--- src/design/iis_pkg.sv ---
// Package for the integer interval set unit.
// Holds operation codes, fixed field widths and the controller/datapath structs.
// No dependencies.
package iis_pkg;

    // Fixed widths of the channel fields.
    localparam int FIELD_BITS = 32;
    localparam int TOTAL_BITS = 33;
    localparam int COUNT_BITS = 7;

    // Operation codes carried in the kind field.
    localparam logic [1:0] KIND_INSERT = 2'd0;
    localparam logic [1:0] KIND_ERASE  = 2'd1;
    localparam logic [1:0] KIND_QUERY  = 2'd2;

    // Commands from the controller to the datapath.
    typedef struct packed {
        logic idle;
        logic load;
        logic rd;
        logic proc;
        logic emit2;
        logic fin;
        logic done;
    } t_cmd;

    // Status from the datapath to the controller.
    typedef struct packed {
        logic run;
        logic scan_end;
        logic pend2;
        logic out_free;
    } t_status;

endpackage

--- src/design/iis_ctrl.sv ---
// Sequencer of the integer interval set unit.
// Depends on iis_pkg for the command and status structs.
module iis_ctrl (
    input  logic             i_clk,
    input  logic             i_rst_n,
    input  logic             i_in_valid,
    input  iis_pkg::t_status i_status,
    output iis_pkg::t_cmd    o_cmd
);
    import iis_pkg::*;

    typedef enum logic [2:0] {
        S_IDLE, S_RD, S_PROC, S_EMIT2, S_FIN, S_DONE
    } t_state;

    t_state r_state, n_state;

    // Next state and command decode.
    always_comb begin
        n_state = r_state;
        o_cmd   = '0;
        case (r_state)
            S_IDLE: begin
                o_cmd.idle = 1'b1;
                if (i_in_valid) begin
                    o_cmd.load = 1'b1;
                    n_state    = i_status.run ? S_RD : S_DONE;
                end
            end
            S_RD: begin
                if (i_status.scan_end) begin
                    n_state = S_FIN;
                end else begin
                    o_cmd.rd = 1'b1;
                    n_state  = S_PROC;
                end
            end
            S_PROC: begin
                o_cmd.proc = 1'b1;
                n_state    = i_status.pend2 ? S_EMIT2 : S_RD;
            end
            S_EMIT2: begin
                o_cmd.emit2 = 1'b1;
                n_state     = S_RD;
            end
            S_FIN: begin
                o_cmd.fin = 1'b1;
                n_state   = S_DONE;
            end
            S_DONE: begin
                if (i_status.out_free) begin
                    o_cmd.done = 1'b1;
                    n_state    = S_IDLE;
                end
            end
            default: begin
                n_state = S_IDLE;
            end
        endcase
    end

    // State register.
    always_ff @(posedge i_clk) begin
        if (!i_rst_n) begin
            r_state <= S_IDLE;
        end else begin
            r_state <= n_state;
        end
    end

endmodule

--- config.mk ---
export PLATFORM = sky130hd
export DESIGN_NAME = iis_ctrl
export DESIGN_NICKNAME = d
export VERILOG_FILES = /design/src/design/iis_pkg.sv /design/src/design/iis_ctrl.sv
export SDC_FILE = /design/constraint.sdc
export NUM_CORES = 1
export LEC_CHECK = 0
export BUFFER_PORTS_ARGS = -buffer_cell sky130_fd_sc_hd__buf_4
export CAP_MARGIN = 25
export CORE_AREA = 2 2 39 41
export DETAILED_ROUTE_END_ITERATION = 10
export DIE_AREA = 0 0 41 43
export SYNTH_ARGS = -nofsm -noshare
export SYNTH_HDL_FRONTEND = slang
export SYNTH_SLANG_ARGS = --single-unit
--- constraint.sdc ---
create_clock -name i_clk -period 1.3 [get_ports i_clk]
set_clock_uncertainty 0.2 [all_clocks]
set_input_delay 0.13 -clock i_clk [delete_from_list [all_inputs] [get_ports i_clk]]
set_output_delay 0.13 -clock i_clk [all_outputs]
set_load 0.1 [all_outputs]
==> flow_metrics.py <==
metrics = {
    "run_status": {
        "outcome": "finished with violations",
        "violations_in_the_final_reports": "negative setup slack",
    },
    "placed_design": {
        "io_buffers": 13,
        "gp_congestion": 0.7302,
        "dp_slack_ns": -0.04930,
        "post-dp-hpwl_um": 472.5,
        "place_area_um2": 396.6,
    },
    "global_route": {
        "global_route.usage.total_pct": 9.337,
        "global_route_wire_length_before_repair_um": 1069,
        "largest_net_degree_at_the_start_of_global_routing": 7,
        "number_of_antenna_violations_at_the_first_check_in_global_routing": 0,
        "grt_pass1_vias": 276,
        "grt_overflow_total": 0,
    },
    "synthesis": {
        "syn_area_um2": 207.7,
        "synth_common_cells": "5 x sky130_fd_sc_hd__nand2_1, 4 x sky130_fd_sc_hd__nor2_1, 3 x sky130_fd_sc_hd__dfxtp_1",
        "synth.net_count": 34,
        "synth_seq_area_share_pct": 28.92,
        "synth_edf_count": 0,
        "fraction_of_registers_with_async_set_or_reset_after_synthesis_pct": 0,
        "yosysMostFrequentCell": "sky130_fd_sc_hd__nand2_1",
        "synth.top_cells.by_area": "sky130_fd_sc_hd__dfxtp_1 29%, sky130_fd_sc_hd__nand2_1 9.0%, sky130_fd_sc_hd__nor2_1 7.2%",
        "yosysTopAreaCellShare_pct": 28.92,
        "ys.flop_type": "sky130_fd_sc_hd__dfxtp_1",
        "postSynthCellCount": 27,
        "synth-seq-cells": 3,
        "synth_cell_type_count": 17,
        "ys_warn_count": 0,
        "mean_instance_size_in_the_synthesized_netlist_um2": 7.693,
        "post-synth-top-area-cell": "sky130_fd_sc_hd__dfxtp_1",
    },
    "min_path": {
        "type_of_the_tightest_min_delay_check": "in2reg",
        "hold_path.startpoint": "i_status[1]",
        "min_delay_path_depth": 3,
        "min_delay_worst_endpoint": "r_state[1]",
    },
    "drt": {
        "ant_nets": 0,
        "wl_met2_um": 316,
        "vias": 283,
        "vias_per_cell": 4.224,
        "detailed_route_wirelength_on_metal3_um": 34,
        "m1WireLength_um": 259,
        "wl_per_cell_um": 9.104,
        "top_layer_used": "met3",
        "drt_iter0_drc": 4,
        "detailedRoute.firstPassIterationCount": 3,
        "postRouteWirelength_um": 610,
        "drc": 0,
    },
    "worst_setup_path": {
        "slowest_stage": "sky130_fd_sc_hd__dfxtp_4",
        "worstSetupEndpointType": "output pin",
        "cp_slowest_stage_delay_ns": 0.36,
        "r2r_start": "r_state[1]",
        "cp.required_ns": 0.97,
        "worst_ep_arrival_time_ns": 1.16,
        "worst-path-max-fanout": 6,
        "worst_reg2reg_setup_slack_ns": -0.01,
        "reg2reg_to": "r_state[1]",
        "worst-setup-path-type": "reg2out",
        "critical_path_cell_sequence": "buf_4, nor3_4, buf_12",
        "cp-start-kind": "register",
        "timing.reg2reg.worst_path_depth": 5,
    },
    "floorplan": {
        "io_pins": 14,
        "die-area_um2": 1763,
        "core_area_um2": 1384,
        "die_y_um": 43,
        "start_util_pct": 15.01,
        "rows": 14,
        "die_width_um": 41,
    },
    "layout": {
        "top_register": "r_state",
        "finalNetCount": 59,
        "layout-drive-gt1-share_pct": 68.63,
        "fillers": 134,
        "largest_registers": "r_state: 3 flops",
        "postLayoutCoreUtil_pct": 40.87,
        "final_design_area_no_fill_um2": 565.5,
        "antenna_cells_inserted": 0,
        "flow.area_growth_from_synthesis_pct": 172.3,
        "largest_register_ff_count": 3,
    },
    "clocking": {
        "clock_sinks": 3,
        "tritoncts": "yes",
        "cts_root_buffer": "sky130_fd_sc_hd__clkbuf_4",
        "tritoncts_buffers": 3,
        "htreeDepth": 1,
        "cts_clk_pin_slew_worst_paths_ns": 0.04,
        "worst_skew_pair.late_latency_ns": 0.23,
        "cts.path.max_buffers": 2,
    },
    "timing": {
        "slew_violations": 0,
        "setup_viol": 8,
        "period_share_pct": 114.3,
        "worst_slew_margin_rel_pct": 84.53,
        "final_period_minus_worst_setup_slack_ns": 1.486,
        "unrepaired_setup_endpoints_after_global_routing": "yes",
        "tightest_slew_ns": 0.2321,
        "min_hold_slack_ns": 0.01782,
        "hold_violations": 0,
        "fmax_mhz": 672.9,
        "final.setup.worst_slack_ns": -0.1861,
        "tns_ns": -0.9639,
    },
    "power": {
        "powerDensity_nw_per_um2": 1225,
        "leakage_nw": 0.2316,
        "peak_supply_drop_v": 0.0003262,
    },
    "flow_run": {
        "cap_viol_max_count": 0,
    },
}
-- critical path: cells and delay by family, from the launching register on --
family / cells / cell delay, ns
buffers and inverters: 2 / 0.35
and+or+nand+nor: 1 / 0.21
DFF: 1 / 0.36
-- cell families (layout without fill, tap and decap cells) --
| family | Yosys count | in the layout | share of synthesized area (%) |
|---|---|---|---|
| buffers and inverters | 2 | 26 | 7.227 |
| AOI/OAI and AO/OA | 4 | 4 | 15.07 |
| DFF | 3 | 3 | 28.92 |
| and+or+nand+nor | 18 | 18 | 48.80 |
-- worst max path at each step --
stage | end | from | slack, ns
3_5_place_dp | o_cmd[3] | r_state[2] | -0.05
2_1_floorplan | o_cmd[5] | r_state[2] | -0.76
3_3_place_gp | o_cmd[4] | r_state[2] | -0.04
4_1_cts | o_cmd[4] | r_state[2] | -0.21
6_report | o_cmd[4] | r_state[2] | -0.19
5_1_grt | o_cmd[4] | r_state[2] | -0.24
-- placed cells by master (no fill, tap or decap), types with 2 or more instances in the layout --
cell                             n
sky130_fd_sc_hd__buf_4          11
sky130_fd_sc_hd__buf_12          7
sky130_fd_sc_hd__nand2_1         5
sky130_fd_sc_hd__clkbuf_4        3
sky130_fd_sc_hd__dfxtp_4         3
sky130_fd_sc_hd__nor3b_4         2
sky130_fd_sc_hd__nor3_4          2
sky130_fd_sc_hd__nor2_1          2
sky130_fd_sc_hd__dlygate4sd3_1   2
-- area by class of cell --
| class | count | area (um2) | share of cell area, % |
|---|---|---|---|
| repair buffers | 21 | 254.0 | 44.91 |
| inverters | 1 | 6.256 | 1.106 |
| well taps | 16 | 20.02 | 3.540 |
| flip-flops and latches | 3 | 71.32 | 12.61 |
| clock buffers | 4 | 26.28 | 4.646 |
| multi-input cells | 22 | 187.7 | 33.19 |
-- metrics by stage --
| stage | instances | power, W |
|---|---|---|
| final | 67 | 0.0006929 |
| after global routing | 67 | 0.0007307 |
| after CTS | 66 | 0.0006973 |
| after detailed placement | 58 | 0.0004404 |
| after global placement | 58 | 0.0004384 |
| after floorplan | 27 | 0.0003750 |
-- power breakdown --
| group | switching [W] | internal, W | leakage [nW] |
|---|---|---|---|
| logic | 0.000229 | 0.000168 | 0.190 |
| registers | 0.0000267 | 0.000105 | 0.0267 |
| clock network | 0.0000496 | 0.000115 | 0.0150 |
-- timing repair --
action                     CTS  global route
setup endpoints to repair    8             9
pin swaps                    4             4
resized for setup           26             0
hold endpoints to repair     3             0
hold buffers                 2             0
buffers inserted             2             1
-- layer usage --
layer / up-vias / global-route usage, %
met3: 0 / 4.712
li1: 141 / -
met2: 10 / 12.81
met5: - / 0
met4: 0 / 6.000
met1: 132 / 10.93
No activity file was read; power rests on OpenSTA's default activity.
